## src/rtl/pde_pkg.sv

```systemverilog
// Types, constants and helper functions for the polynomial derivative evaluator.
package pde_pkg;

   localparam int OP_W       = 6;
   localparam int DIV_W      = 56;
   localparam int DIV_BITS   = 4;
   localparam int DIV_CYCLES = DIV_W / DIV_BITS;
   localparam int DIV_CNT_W  = $clog2(DIV_CYCLES);
   localparam int FACT_W     = 48;

   localparam logic CSR_DERIV_ORDER = 1'b0;
   localparam logic CSR_EVAL_POINT  = 1'b1;

   localparam logic [63:0] ONE_Q16  = 64'h0000_0000_0001_0000;
   localparam logic [63:0] SIGN64   = 64'h8000_0000_0000_0000;
   localparam logic [63:0] MAX64    = 64'h7FFF_FFFF_FFFF_FFFF;
   localparam logic [FACT_W-1:0] FACT_MAX = '1;

   typedef enum logic [3:0] {
      ST_IDLE,
      ST_SKIP,
      ST_PROD_GO,
      ST_PROD_WAIT,
      ST_TERM_GO,
      ST_TERM_WAIT,
      ST_ACC,
      ST_POW_GO,
      ST_POW_WAIT,
      ST_FMUL_GO,
      ST_FMUL_WAIT,
      ST_FDIV_GO,
      ST_FDIV_WAIT,
      ST_FSET,
      ST_DONE
   } state_type;

   typedef struct packed {
      logic        start;
      logic [63:0] x;
      logic [63:0] y;
      logic        neg;
      logic        rnd;
   } mul_req_type;

   typedef struct packed {
      logic        done;
      logic [63:0] value;
      logic        sat;
   } mul_rsp_type;

   typedef struct packed {
      logic             start;
      logic [DIV_W-1:0] dividend;
      logic [OP_W-1:0]  divisor;
   } div_req_type;

   typedef struct packed {
      logic             done;
      logic [DIV_W-1:0] quotient;
   } div_rsp_type;

   function automatic logic [63:0] sext32(input logic [31:0] v);
      return {{32{v[31]}}, v};
   endfunction

   function automatic logic [63:0] abs64(input logic [63:0] v);
      return v[63] ? (64'd0 - v) : v;
   endfunction

endpackage

```

## src/rtl/pde_mul.sv

```systemverilog
// Shared sign-magnitude multiplier: 32x32 partial products, rounding and saturation.
module pde_mul (
   input  logic               clock,
   input  logic               reset,
   input  pde_pkg::mul_req_type req,
   output pde_pkg::mul_rsp_type rsp
);
   import pde_pkg::*;

   localparam logic [2:0] STEP_FIN = 3'd4;

   logic         busy_ff, busy_in;
   logic         done_ff, done_in;
   logic [2:0]   step_ff, step_in;
   logic [127:0] acc_ff, acc_in;
   logic [63:0]  x_ff, x_in;
   logic [63:0]  y_ff, y_in;
   logic         neg_ff, neg_in;
   logic         rnd_ff, rnd_in;
   logic [63:0]  value_ff, value_in;
   logic         sat_ff, sat_in;

   logic [31:0]  a_sel;
   logic [31:0]  b_sel;
   logic [63:0]  pp;
   logic [127:0] pp_shift;
   logic [63:0]  mag;
   logic         hi_nz;
   logic [63:0]  lim;
   logic         over;
   logic [63:0]  clip;

   assign a_sel = step_ff[1] ? x_ff[63:32] : x_ff[31:0];
   assign b_sel = step_ff[0] ? y_ff[63:32] : y_ff[31:0];
   assign pp    = 64'(a_sel) * 64'(b_sel);

   always_comb begin
      case ({step_ff[1] & step_ff[0], step_ff[1] ^ step_ff[0]})
         2'd0:    pp_shift = {64'd0, pp};
         2'd1:    pp_shift = {32'd0, pp, 32'd0};
         2'd2:    pp_shift = {pp, 64'd0};
         default: pp_shift = '0;
      endcase
   end

   assign mag   = rnd_ff ? acc_ff[79:16] : acc_ff[63:0];
   assign hi_nz = rnd_ff ? (|acc_ff[127:80]) : (|acc_ff[127:64]);
   assign lim   = neg_ff ? SIGN64 : MAX64;
   assign over  = hi_nz || (mag > lim);
   assign clip  = over ? lim : mag;

   always_comb begin
      busy_in  = busy_ff;
      done_in  = 1'b0;
      step_in  = step_ff;
      acc_in   = acc_ff;
      x_in     = x_ff;
      y_in     = y_ff;
      neg_in   = neg_ff;
      rnd_in   = rnd_ff;
      value_in = value_ff;
      sat_in   = sat_ff;
      if (req.start) begin
         busy_in = 1'b1;
         step_in = '0;
         acc_in  = req.rnd ? 128'h8000 : 128'd0;
         x_in    = req.x;
         y_in    = req.y;
         neg_in  = req.neg;
         rnd_in  = req.rnd;
      end else if (busy_ff) begin
         if (step_ff == STEP_FIN) begin
            value_in = neg_ff ? (64'd0 - clip) : clip;
            sat_in   = over;
            done_in  = 1'b1;
            busy_in  = 1'b0;
         end else begin
            acc_in  = acc_ff + pp_shift;
            step_in = step_ff + 3'd1;
         end
      end
   end

   always_ff @(posedge clock) begin
      if (reset) begin
         busy_ff <= 1'b0;
         done_ff <= 1'b0;
      end else begin
         busy_ff <= busy_in;
         done_ff <= done_in;
      end
   end

   always_ff @(posedge clock) begin
      step_ff  <= step_in;
      acc_ff   <= acc_in;
      x_ff     <= x_in;
      y_ff     <= y_in;
      neg_ff   <= neg_in;
      rnd_ff   <= rnd_in;
      value_ff <= value_in;
      sat_ff   <= sat_in;
   end

   assign rsp.done  = done_ff;
   assign rsp.value = value_ff;
   assign rsp.sat   = sat_ff;

endmodule

```

## src/rtl/pde_div.sv

```systemverilog
// Restoring divider for the falling factorial, four quotient bits per clock.
module pde_div (
   input  logic               clock,
   input  logic               reset,
   input  pde_pkg::div_req_type req,
   output pde_pkg::div_rsp_type rsp
);
   import pde_pkg::*;

   localparam logic [DIV_CNT_W-1:0] CNT_LAST = DIV_CNT_W'(DIV_CYCLES - 1);

   logic                 busy_ff, busy_in;
   logic                 done_ff, done_in;
   logic [DIV_CNT_W-1:0] cnt_ff, cnt_in;
   logic [DIV_W-1:0]     num_ff, num_in;
   logic [OP_W-1:0]      rem_ff, rem_in;
   logic [OP_W-1:0]      den_ff, den_in;

   logic [DIV_W-1:0] num_step;
   logic [OP_W-1:0]  rem_step;
   logic [OP_W:0]    trial;

   always_comb begin
      num_step = num_ff;
      rem_step = rem_ff;
      trial    = '0;
      for (int k = 0; k < DIV_BITS; k++) begin
         trial    = {rem_step, num_step[DIV_W-1]};
         num_step = {num_step[DIV_W-2:0], 1'b0};
         if (trial >= {1'b0, den_ff}) begin
            trial       = trial - {1'b0, den_ff};
            num_step[0] = 1'b1;
         end
         rem_step = trial[OP_W-1:0];
      end
   end

   always_comb begin
      busy_in = busy_ff;
      done_in = 1'b0;
      cnt_in  = cnt_ff;
      num_in  = num_ff;
      rem_in  = rem_ff;
      den_in  = den_ff;
      if (req.start) begin
         busy_in = 1'b1;
         cnt_in  = '0;
         num_in  = req.dividend;
         rem_in  = '0;
         den_in  = req.divisor;
      end else if (busy_ff) begin
         num_in = num_step;
         rem_in = rem_step;
         cnt_in = cnt_ff + 1'b1;
         if (cnt_ff == CNT_LAST) begin
            busy_in = 1'b0;
            done_in = 1'b1;
         end
      end
   end

   always_ff @(posedge clock) begin
      if (reset) begin
         busy_ff <= 1'b0;
         done_ff <= 1'b0;
      end else begin
         busy_ff <= busy_in;
         done_ff <= done_in;
      end
   end

   always_ff @(posedge clock) begin
      cnt_ff <= cnt_in;
      num_ff <= num_in;
      rem_ff <= rem_in;
      den_ff <= den_in;
   end

   assign rsp.done     = done_ff;
   assign rsp.quotient = num_ff;

endmodule

```

## src/rtl/poly_derivative_eval_top.sv

```systemverilog
// Polynomial n-th derivative evaluator: sequencer, polynomial state and ports.
//
// Coefficients arrive lowest power first, one transaction each, and the block
// holds req_ready low while it works on one. Every multiply runs on one shared
// 32x32 multiplier in four partial products plus a rounding step, and the
// falling factorial update runs through a restoring divider that retires four
// bits a cycle over 56 bits. A coefficient at or above the derivative order
// takes four multiplies, one add and one divide; the last one stops after the
// add. A coefficient below the order takes one multiply and one divide, and one
// beyond MAX_TERMS is skipped. The last coefficient then passes a done state
// that loads the result register, which waits for rsp_ready while the next
// polynomial starts; if the previous result is still waiting there, the block
// stalls in that state until it is taken.
module poly_derivative_eval_top #(
   parameter int MAX_TERMS = 16
) (
   input  logic               clock,
   input  logic               reset,
   input  logic               req_valid,
   output logic               req_ready,
   input  logic signed [31:0] req_coeff,
   input  logic               req_last_coeff,
   output logic               rsp_valid,
   input  logic               rsp_ready,
   output logic signed [63:0] rsp_value,
   output logic               rsp_overflow,
   input  logic               csr_wr_en,
   input  logic               csr_index,
   input  logic [31:0]        csr_wdata
);
   import pde_pkg::*;

   localparam int IW = $clog2(MAX_TERMS + 1);
   localparam logic [IW-1:0] MAX_IDX = IW'(MAX_TERMS);

   state_type          state_ff, state_in;
   logic [31:0]        coeff_ff, coeff_in;
   logic               last_ff, last_in;
   logic [63:0]        sum_ff, sum_in;
   logic [63:0]        power_ff, power_in;
   logic [FACT_W-1:0]  fact_ff, fact_in;
   logic [IW-1:0]      idx_ff, idx_in;
   logic               sat_ff, sat_in;
   logic [3:0]         order_ff;
   logic [31:0]        point_ff;
   logic               rsp_valid_ff, rsp_valid_in;
   logic [63:0]        rsp_value_ff, rsp_value_in;
   logic               rsp_overflow_ff, rsp_overflow_in;

   mul_req_type mul_req;
   mul_rsp_type mul_rsp;
   div_req_type div_req;
   div_rsp_type div_rsp;

   logic [OP_W-1:0] idx_plus;
   logic [OP_W-1:0] order_ext;
   logic            below_order;
   logic [63:0]     add_sum;
   logic            add_ovf;
   logic [63:0]     coeff_ext;
   logic [63:0]     point_ext;

   assign idx_plus    = OP_W'(idx_ff) + 1'b1;
   assign order_ext   = OP_W'(order_ff);
   assign below_order = OP_W'(idx_ff) < order_ext;
   assign add_sum     = sum_ff + mul_rsp.value;
   assign add_ovf     = (sum_ff[63] == mul_rsp.value[63]) && (add_sum[63] != sum_ff[63]);
   assign coeff_ext   = sext32(coeff_ff);
   assign point_ext   = sext32(point_ff);

   pde_mul u_mul (
      .clock (clock),
      .reset (reset),
      .req   (mul_req),
      .rsp   (mul_rsp)
   );

   pde_div u_div (
      .clock (clock),
      .reset (reset),
      .req   (div_req),
      .rsp   (div_rsp)
   );

   always_comb begin
      state_in        = state_ff;
      coeff_in        = coeff_ff;
      last_in         = last_ff;
      sum_in          = sum_ff;
      power_in        = power_ff;
      fact_in         = fact_ff;
      idx_in          = idx_ff;
      sat_in          = sat_ff;
      rsp_valid_in    = rsp_valid_ff & ~rsp_ready;
      rsp_value_in    = rsp_value_ff;
      rsp_overflow_in = rsp_overflow_ff;
      mul_req         = '0;
      div_req         = '0;
      req_ready       = 1'b0;
      unique case (state_ff)
         ST_IDLE: begin
            req_ready = 1'b1;
            if (req_valid) begin
               coeff_in = req_coeff;
               last_in  = req_last_coeff;
               if (idx_ff >= MAX_IDX) begin
                  state_in = ST_SKIP;
               end else if (below_order) begin
                  state_in = ST_FMUL_GO;
               end else begin
                  state_in = ST_PROD_GO;
               end
            end
         end
         ST_SKIP: begin
            state_in = last_ff ? ST_DONE : ST_IDLE;
         end
         ST_PROD_GO: begin
            mul_req.start = 1'b1;
            mul_req.x     = abs64(coeff_ext);
            mul_req.y     = abs64(power_ff);
            mul_req.neg   = coeff_ff[31] ^ power_ff[63];
            mul_req.rnd   = 1'b1;
            state_in      = ST_PROD_WAIT;
         end
         ST_PROD_WAIT: begin
            if (mul_rsp.done) begin
               sat_in   = sat_ff | mul_rsp.sat;
               state_in = ST_TERM_GO;
            end
         end
         ST_TERM_GO: begin
            mul_req.start = 1'b1;
            mul_req.x     = abs64(mul_rsp.value);
            mul_req.y     = 64'(fact_ff);
            mul_req.neg   = mul_rsp.value[63];
            mul_req.rnd   = 1'b0;
            state_in      = ST_TERM_WAIT;
         end
         ST_TERM_WAIT: begin
            if (mul_rsp.done) begin
               sat_in   = sat_ff | mul_rsp.sat;
               state_in = ST_ACC;
            end
         end
         ST_ACC: begin
            if (add_ovf) begin
               sum_in = sum_ff[63] ? SIGN64 : MAX64;
               sat_in = 1'b1;
            end else begin
               sum_in = add_sum;
            end
            if (last_ff) begin
               idx_in   = IW'(idx_plus);
               state_in = ST_DONE;
            end else begin
               state_in = ST_POW_GO;
            end
         end
         ST_POW_GO: begin
            mul_req.start = 1'b1;
            mul_req.x     = abs64(power_ff);
            mul_req.y     = abs64(point_ext);
            mul_req.neg   = power_ff[63] ^ point_ff[31];
            mul_req.rnd   = 1'b1;
            state_in      = ST_POW_WAIT;
         end
         ST_POW_WAIT: begin
            if (mul_rsp.done) begin
               power_in = mul_rsp.value;
               sat_in   = sat_ff | mul_rsp.sat;
               state_in = ST_FMUL_GO;
            end
         end
         ST_FMUL_GO: begin
            mul_req.start = 1'b1;
            mul_req.x     = 64'(fact_ff);
            mul_req.y     = 64'(idx_plus);
            mul_req.neg   = 1'b0;
            mul_req.rnd   = 1'b0;
            state_in      = ST_FMUL_WAIT;
         end
         ST_FMUL_WAIT: begin
            if (mul_rsp.done) begin
               state_in = ST_FDIV_GO;
            end
         end
         ST_FDIV_GO: begin
            div_req.start    = 1'b1;
            div_req.dividend = mul_rsp.value[DIV_W-1:0];
            div_req.divisor  = below_order ? OP_W'(1) : (idx_plus - order_ext);
            state_in         = ST_FDIV_WAIT;
         end
         ST_FDIV_WAIT: begin
            if (div_rsp.done) begin
               state_in = ST_FSET;
            end
         end
         ST_FSET: begin
            if (|div_rsp.quotient[DIV_W-1:FACT_W]) begin
               fact_in = FACT_MAX;
               sat_in  = 1'b1;
            end else begin
               fact_in = div_rsp.quotient[FACT_W-1:0];
            end
            idx_in   = IW'(idx_plus);
            state_in = last_ff ? ST_DONE : ST_IDLE;
         end
         ST_DONE: begin
            if (!rsp_valid_ff || rsp_ready) begin
               rsp_valid_in    = 1'b1;
               rsp_value_in    = sum_ff;
               rsp_overflow_in = sat_ff;
               sum_in          = '0;
               power_in        = ONE_Q16;
               fact_in         = FACT_W'(1);
               idx_in          = '0;
               sat_in          = 1'b0;
               state_in        = ST_IDLE;
            end
         end
         default: begin
            state_in = ST_IDLE;
         end
      endcase
   end

   always_ff @(posedge clock) begin
      if (reset) begin
         state_ff     <= ST_IDLE;
         sum_ff       <= '0;
         power_ff     <= ONE_Q16;
         fact_ff      <= FACT_W'(1);
         idx_ff       <= '0;
         sat_ff       <= 1'b0;
         rsp_valid_ff <= 1'b0;
      end else begin
         state_ff     <= state_in;
         sum_ff       <= sum_in;
         power_ff     <= power_in;
         fact_ff      <= fact_in;
         idx_ff       <= idx_in;
         sat_ff       <= sat_in;
         rsp_valid_ff <= rsp_valid_in;
      end
   end

   always_ff @(posedge clock) begin
      coeff_ff        <= coeff_in;
      last_ff         <= last_in;
      rsp_value_ff    <= rsp_value_in;
      rsp_overflow_ff <= rsp_overflow_in;
   end

   always_ff @(posedge clock) begin
      if (reset) begin
         order_ff <= '0;
         point_ff <= '0;
      end else if (csr_wr_en) begin
         unique case (csr_index)
            CSR_DERIV_ORDER: order_ff <= csr_wdata[3:0];
            CSR_EVAL_POINT:  point_ff <= csr_wdata;
            default:         order_ff <= order_ff;
         endcase
      end
   end

   assign rsp_valid    = rsp_valid_ff;
   assign rsp_value    = rsp_value_ff;
   assign rsp_overflow = rsp_overflow_ff;

endmodule

```

## config.mk

```make
export PLATFORM = sky130hd
export DESIGN_NAME = poly_derivative_eval_top
export DESIGN_NICKNAME = d
export VERILOG_FILES = /design/src/rtl/pde_pkg.sv /design/src/rtl/pde_mul.sv /design/src/rtl/pde_div.sv /design/src/rtl/poly_derivative_eval_top.sv
export SDC_FILE = /design/constraint.sdc
export NUM_CORES = 2
export LEC_CHECK = 0
export BUFFER_PORTS_ARGS = -buffer_cell sky130_fd_sc_hd__buf_2
export CAP_MARGIN = 20
export CORE_ASPECT_RATIO = 0.7
export CORE_MARGIN = 2
export CORE_UTILIZATION = 39
export CTS_CLUSTER_DIAMETER = 200
export DETAILED_ROUTE_END_ITERATION = 12
export GPL_TIMING_DRIVEN = 0
export PLACE_DENSITY = 0.65
export SKIP_CTS_REPAIR_TIMING = 1
export SYNTH_ARGS = -nofsm -noshare
export SYNTH_HDL_FRONTEND = slang
export SYNTH_HIERARCHICAL = 1
export SYNTH_SLANG_ARGS = --single-unit
```

## constraint.sdc

```tcl
create_clock -name clock -period 26.4 [get_ports clock]
set_input_delay 2.64 -clock clock [delete_from_list [all_inputs] [get_ports clock]]
set_output_delay 2.64 -clock clock [all_outputs]
set_load 0.01 [all_outputs]
```

# Yosys cells after proc, flatten, opt, wreduce, memory -nomap -nowiden
# Index checks and enable logic that the tools add are counted.
[totals] in_bits=71 register_bits=723 elab_cells=202
[op_classes] addsub=15 magnitude_cmp=7 n_reduce_logical=34 n_eq_ne=32 multipliers=1 n_bitwise=13 n_mux=70
[op_table] cell="$mux W64" n=13
[op_table] cell="$pmux W131 S4" n=1
[op_table] cell="$mux W128" n=3
[op_table] cell="$pmux W128 S3" n=1
[op_table] cell="$pmux W64 S2" n=2
[op_table] cell="$sub A1 B64 Y64 const A" n=3
[op_table] cell="$add A128 B128 Y128" n=1
[op_table] cell="$mux W56" n=2
[op_table] cell="$mux W48" n=2
[op_table] cell="$pmux W48 S2" n=1
[op_table] cell="$sub A1 B32 Y33 const A" n=2
[op_table] cell="$add A64 B64 Y64" n=1
[op_table] cell="$gt A64 B64 Y1" n=1
[op_table] cell="$mul A32 B32 Y64" n=1
[op_table] cell="$mux W32" n=2
[op_table] cell="$reduce_or A64 Y1" n=1
[op_table] cell="$mux W63" n=1
[op_table] cell="$pmux W4 S14" n=1
[op_table] cell="$reduce_or A48 Y1" n=1
[op_table] cell="$mux W4" n=11
[op_table] cell="$eq A4 B4 Y1 const B" n=8
[op_table] cell="$mux W6" n=5
[op_table] cell="$ge A7 B6 Y1" n=4
[op_table] cell="$sub A6 B6 Y6" n=4
[op_table] cell="40 further kinds" n=100

# Longest topological paths before layout
[depth] depth_word=10 ltp_mapped=50

# Hierarchy
# Netlist, hierarchy kept.
[modules_own_cells] module="pde_mul" cells_per_inst=6401 area_per_inst_um2=57432.6 n_inst=1 seq_area_each_um2=9799.4
[modules_own_cells] module="poly_derivative_eval_top" cells_per_inst=2651 area_per_inst_um2=21205.3 n_inst=1 seq_area_each_um2=7407.1
[modules_own_cells] module="pde_div" cells_per_inst=369 area_per_inst_um2=4465.5 n_inst=1 seq_area_each_um2=2102.0

# Least setup slack after synthesis
# No wires, ideal clock.
[synth_timing] kind="register to register" startpoint="register u_mul.step_ff[0]" endpoint="register u_mul.acc_ff[124], data pin" arrival_ps=11589 path_stages_with_launch=48 required_time_ps=26134 path_buffers=4 setup_slack_ps=14545 cell_sequence="dfxtp_1 > clkbuf_1 > buf_1 > mux2i_1 > clkbuf_1 > nor2_1 > fa_1 > fa_1 > fa_1 > inv_1 > fa_1 > inv_1 > fa_1 > inv_1 > fa_1 > inv_1 > fa_1 > inv_1 > (+12 left out) > a21oi_1 > xor2_1 > o22ai_1 > ha_1 > clkbuf_1 > a21o_1 > a21o_1 > a221oi_1 > o221ai_1 > a31oi_1 > nor2_1 > nor4_4 > o211ai_1 > a41oi_2 > o31ai_2 > a311oi_1 > xor2_1 > nor2_1"
[synth_between] elab_chain_len=7
[synth_lines] item="from (decl)" line="pde_mul.sv:14" source="logic [2:0] step_ff, step_in;"
[synth_lines] item="from (signal assigned)" line="pde_mul.sv:95" source="step_ff <= step_in;"
[synth_lines] item="$mux W32 (tied with other cells)" line="pde_mul.sv:34" source="assign b_sel = step_ff[0] ? y_ff[63:32] : y_ff[31:0];"
[synth_lines] item="$mul A32 B32 Y64 (tied with other cells)" line="pde_mul.sv:35" source="assign pp = 64'(a_sel) * 64'(b_sel);"
[synth_lines] item="$pmux W128 S3 (*)" line="pde_mul.sv:38" source="case ({step_ff[1] & step_ff[0], step_ff[1] ^ step_ff[0]})"
[synth_lines] item="$add A128 B128 Y128 (*)" line="pde_mul.sv:78" source="acc_in = acc_ff + pp_shift;"
[synth_lines] item="$mux W128 (*)" line="pde_mul.sv:72" source="if (step_ff == STEP_FIN) begin"
[synth_lines] item="$mux W128 (*)" line="pde_mul.sv:71" source="end else if (busy_ff) begin"
[synth_lines] item="$mux W128 (*)" line="pde_mul.sv:63" source="if (req.start) begin"
[synth_lines] item="to (signal assigned)" line="pde_mul.sv:96" source="acc_ff <= acc_in;"
[synth_lines] item="to (decl)" line="pde_mul.sv:15" source="logic [127:0] acc_ff, acc_in;"
# Mark *: on every way between the ends. The rest lies on a longest branch, timed or not. The select of a mux whose other input is x is not followed.
# A chain may end at the register's enable or synchronous reset.

# Final worst setup path
[layout_timing] startpoint="register u_mul.step_ff[1]" endpoint="register u_mul.acc_ff[124], data pin"
[layout_between] elab_chain_len=7
[layout_lines] item="$mux W32 (tied with other cells)" line="pde_mul.sv:33" source="assign a_sel = step_ff[1] ? x_ff[63:32] : x_ff[31:0];"
[layout_lines] item="$mul A32 B32 Y64 (tied with other cells)" line="pde_mul.sv:35"
[layout_lines] item="$pmux W128 S3 (*)" line="pde_mul.sv:38"
[layout_lines] item="$add A128 B128 Y128 (*)" line="pde_mul.sv:78"
[layout_lines] item="$mux W128 (*)" line="pde_mul.sv:72"
[layout_lines] item="$mux W128 (*)" line="pde_mul.sv:71"
[layout_lines] item="$mux W128 (*)" line="pde_mul.sv:63"
# Marks and branches as above.

==> impl_metrics.py <==
metrics = {
    "setup_path": {
        "setup.worst_path.class": "reg -> reg",
        "max_stage_delay_ps": 860,
        "cp-start-kind": "register",
        "required_ps": 26780,
        "path_common_cell": "fa_1",
        "cp_max_fo": 10,
        "crit_slowest_cell": "mux2i_1",
        "critPathArrivalTime_ps": 16740,
        "cp-end-kind": "register",
    },
    "run_status": {
        "status": "complete, but fails checks",
        "violations": "design-rule violations",
    },
    "global_route": {
        "grt_pass1_wl_um": 520000,
        "antenna_found_initial": 32,
        "overflow": 0,
        "grt_max_degree": 70,
        "grt_pass1_vias": 71900,
        "gr-usage-all-layers": 0.332,
    },
    "cts": {
        "root_buffer": "clkbuf_16",
        "cts_tree": "yes",
        "clock_sinks": 723,
        "htreeDepth": 3,
        "clk_latency_ps": 710,
        "path_clk_slew_ps": 60,
        "cts_buffers": 81,
        "ctsLongestPathBuffers": 3,
    },
    "sta": {
        "period_needed_ps": 16360,
        "setup_viol": 0,
        "fin_worst_skew_ps": 57.1,
        "setup_tns_ps": 0,
        "relSlewSlack": 0.112,
        "hold_ws_ps": 474,
        "drv_slew": 0,
        "rsz0062_at_grt": "false",
        "worstMarginPinSlew_ps": 1320,
        "max_freq_ghz": 0.0611,
        "finalHoldViolations": 0,
        "finalCritPeriodShare": 0.620,
    },
    "cells_and_area": {
        "nets": 11200,
        "syn_to_final_growth_pct": 9.22,
        "drive_above_1_share": 0.0618,
        "final_common_cell": "nor2_1",
        "final_cell_mix": "nor2_1 (1110), inv_1 (1066), nand2_1 (999), fa_1 (903), a21oi_1 (625)",
    },
    "floorplanning": {
        "core-area_um2": 211000,
        "start_util": 0.393,
        "ios": 138,
        "die_h_um": 390,
        "dieArea_um2": 217000,
        "die_x_um": 556,
        "num_rows": 141,
    },
    "yosys": {
        "synth_edf_count": 483,
        "netlist.area_leader.share": 0.218,
        "synth_largest_area_cell": "fa_1",
        "ys.flop_type": "edfxtp_1",
        "synth.distinct_cells": 128,
        "ys_seq_area_frac": 0.232,
        "ys_warn_count": 6,
        "syn_area_um2": 83100,
        "syn_inst": 9421,
        "syn_avg_cell_area_um2": 8.82,
        "synth_area_leaders": "fa_1 (22%), edfxtp_1 (17%), ha_1 (8.4%)",
        "syn-num-nets": 11000,
        "synth-async-reset-ratio": 0,
        "ys_ff_latch": 723,
    },
    "route": {
        "vias": 76300,
        "postRouteAntennaNets": 0,
        "viasPerCell": 6.08,
        "drtIter0Drc": 12200,
        "wl_um": 365000,
        "drc": 2,
        "wl_per_cell_um": 29.1,
        "dr.pass1.iters": 13,
    },
    "min_path": {
        "min_path_type": "reg -> reg",
    },
    "placement": {
        "dpl.hpwl_um": 302000,
        "port_buffers": 137,
        "place.gp.congestion": 1.06,
    },
    "run": {
        "cap_viol_max_count": 0,
    },
}
==> metal layers <==
layer,track usage,vias to the layer above,share of wire
li1,-,32500,-
met1,0.501,37700,0.44
met2,0.419,5418,0.37
met3,0.148,597,0.17
met4,0.0796,24,0.028
met5,0,-,0.00047
==> through the flow <==
step / worst slack [ps] / std cells / instance area [um2] / util
floorplan: 14550 / 9421 / 83100 / -
global placement: 10490 / 12300 / 87300 / 0.413
detailed placement: 10550 / 12400 / 87900 / 0.416
CTS: 10490 / 12500 / 90700 / 0.429
global route: 9630 / 12500 / 90800 / 0.429
finish: 10040 / 12500 / 90800 / 0.429
==> layout make-up <==
class	instances	area, um2
clock buffers	105	2270
plain buffers	504	1990
repair buffers	180	1250
flip-flops and latches	723	19300
well taps	2788	3490
fillers	20800	121000
multi-input cells	7121	57800
inverters	1073	4030
diodes	5	12.5
clock inverters	47	579
==> synth_stat cells, types with 51 or more instances <==
master and number:
o21ai_0 382, o22ai_1 101, clkbuf_1 443, mux2_2 153, nor3_1 141, edfxtp_1 483, ha_1 561, nand3_1 150
or3_1 52, xor2_1 247, and2_1 82, a21o_1 195, mux2i_1 113, nor4_1 56, inv_1 1068, nand2_1 999
o21bai_1 63, nand2b_1 66, nor2_1 1110, nand4_1 102, o31ai_1 74, fa_1 903, nor2b_1 51, a21oi_1 625
dfxtp_1 240, xnor2_1 198
==> logic make-up after synthesis <==
logic type,share of synthesized area
and+or+nand+nor,0.161
adders and majority gates,0.302
AOI/OAI and AO/OA,0.150
muxes,0.0357
buffers and inverters,0.0724
xor gates and xnor gates,0.0469
DFF,0.232
==> critical path: cells and delay by family, from the launching register on <==
kind                     cells  cell delay (ps)
XOR/XNOR                     2              640
adder cells (fa/ha/maj)     10             5150
AND/OR/NAND/NOR              5             1400
flip-flops                   1              430
buffers and inverters        9             2830
multiplexers                 1              860
AO/OA/AOI/OAI               20             4710
==> final timing paths <==
path / start / end / slack, ps / cells after the start
worst max register to register: u_mul/step_ff[1]$_SDFFE_PP0P_ / u_mul/acc_ff[124]$_SDFFCE_PP0P_ / 10040 / 47
worst max-delay path: u_mul/step_ff[1]$_SDFFE_PP0P_ / u_mul/acc_ff[124]$_SDFFCE_PP0P_ / 10040 / 47
worst min-delay path: sum_ff[17]$_SDFFE_PP0P_ / rsp_value[17]$_DFFE_PP_ / 470 / 0
worst min register to register: sum_ff[17]$_SDFFE_PP0P_ / rsp_value[17]$_DFFE_PP_ / 470 / 0
==> state kept, by name (all words and copies together) (netlist names), 5 cells and up <==
register and flops:
fact_ff 48, rsp_value 64, u_mul/value_ff 64, u_mul/y_ff 64
u_div/den_ff 6, u_div/rem_ff 6, coeff_ff 32, u_div/num_ff 56
power_ff 64, u_mul/acc_ff 128, idx_ff 5, sum_ff 64
point_ff 32, u_mul/x_ff 64
Power is not shown: default switching activity piles up to over one toggle a cycle in this logic, so the estimate is an artifact.
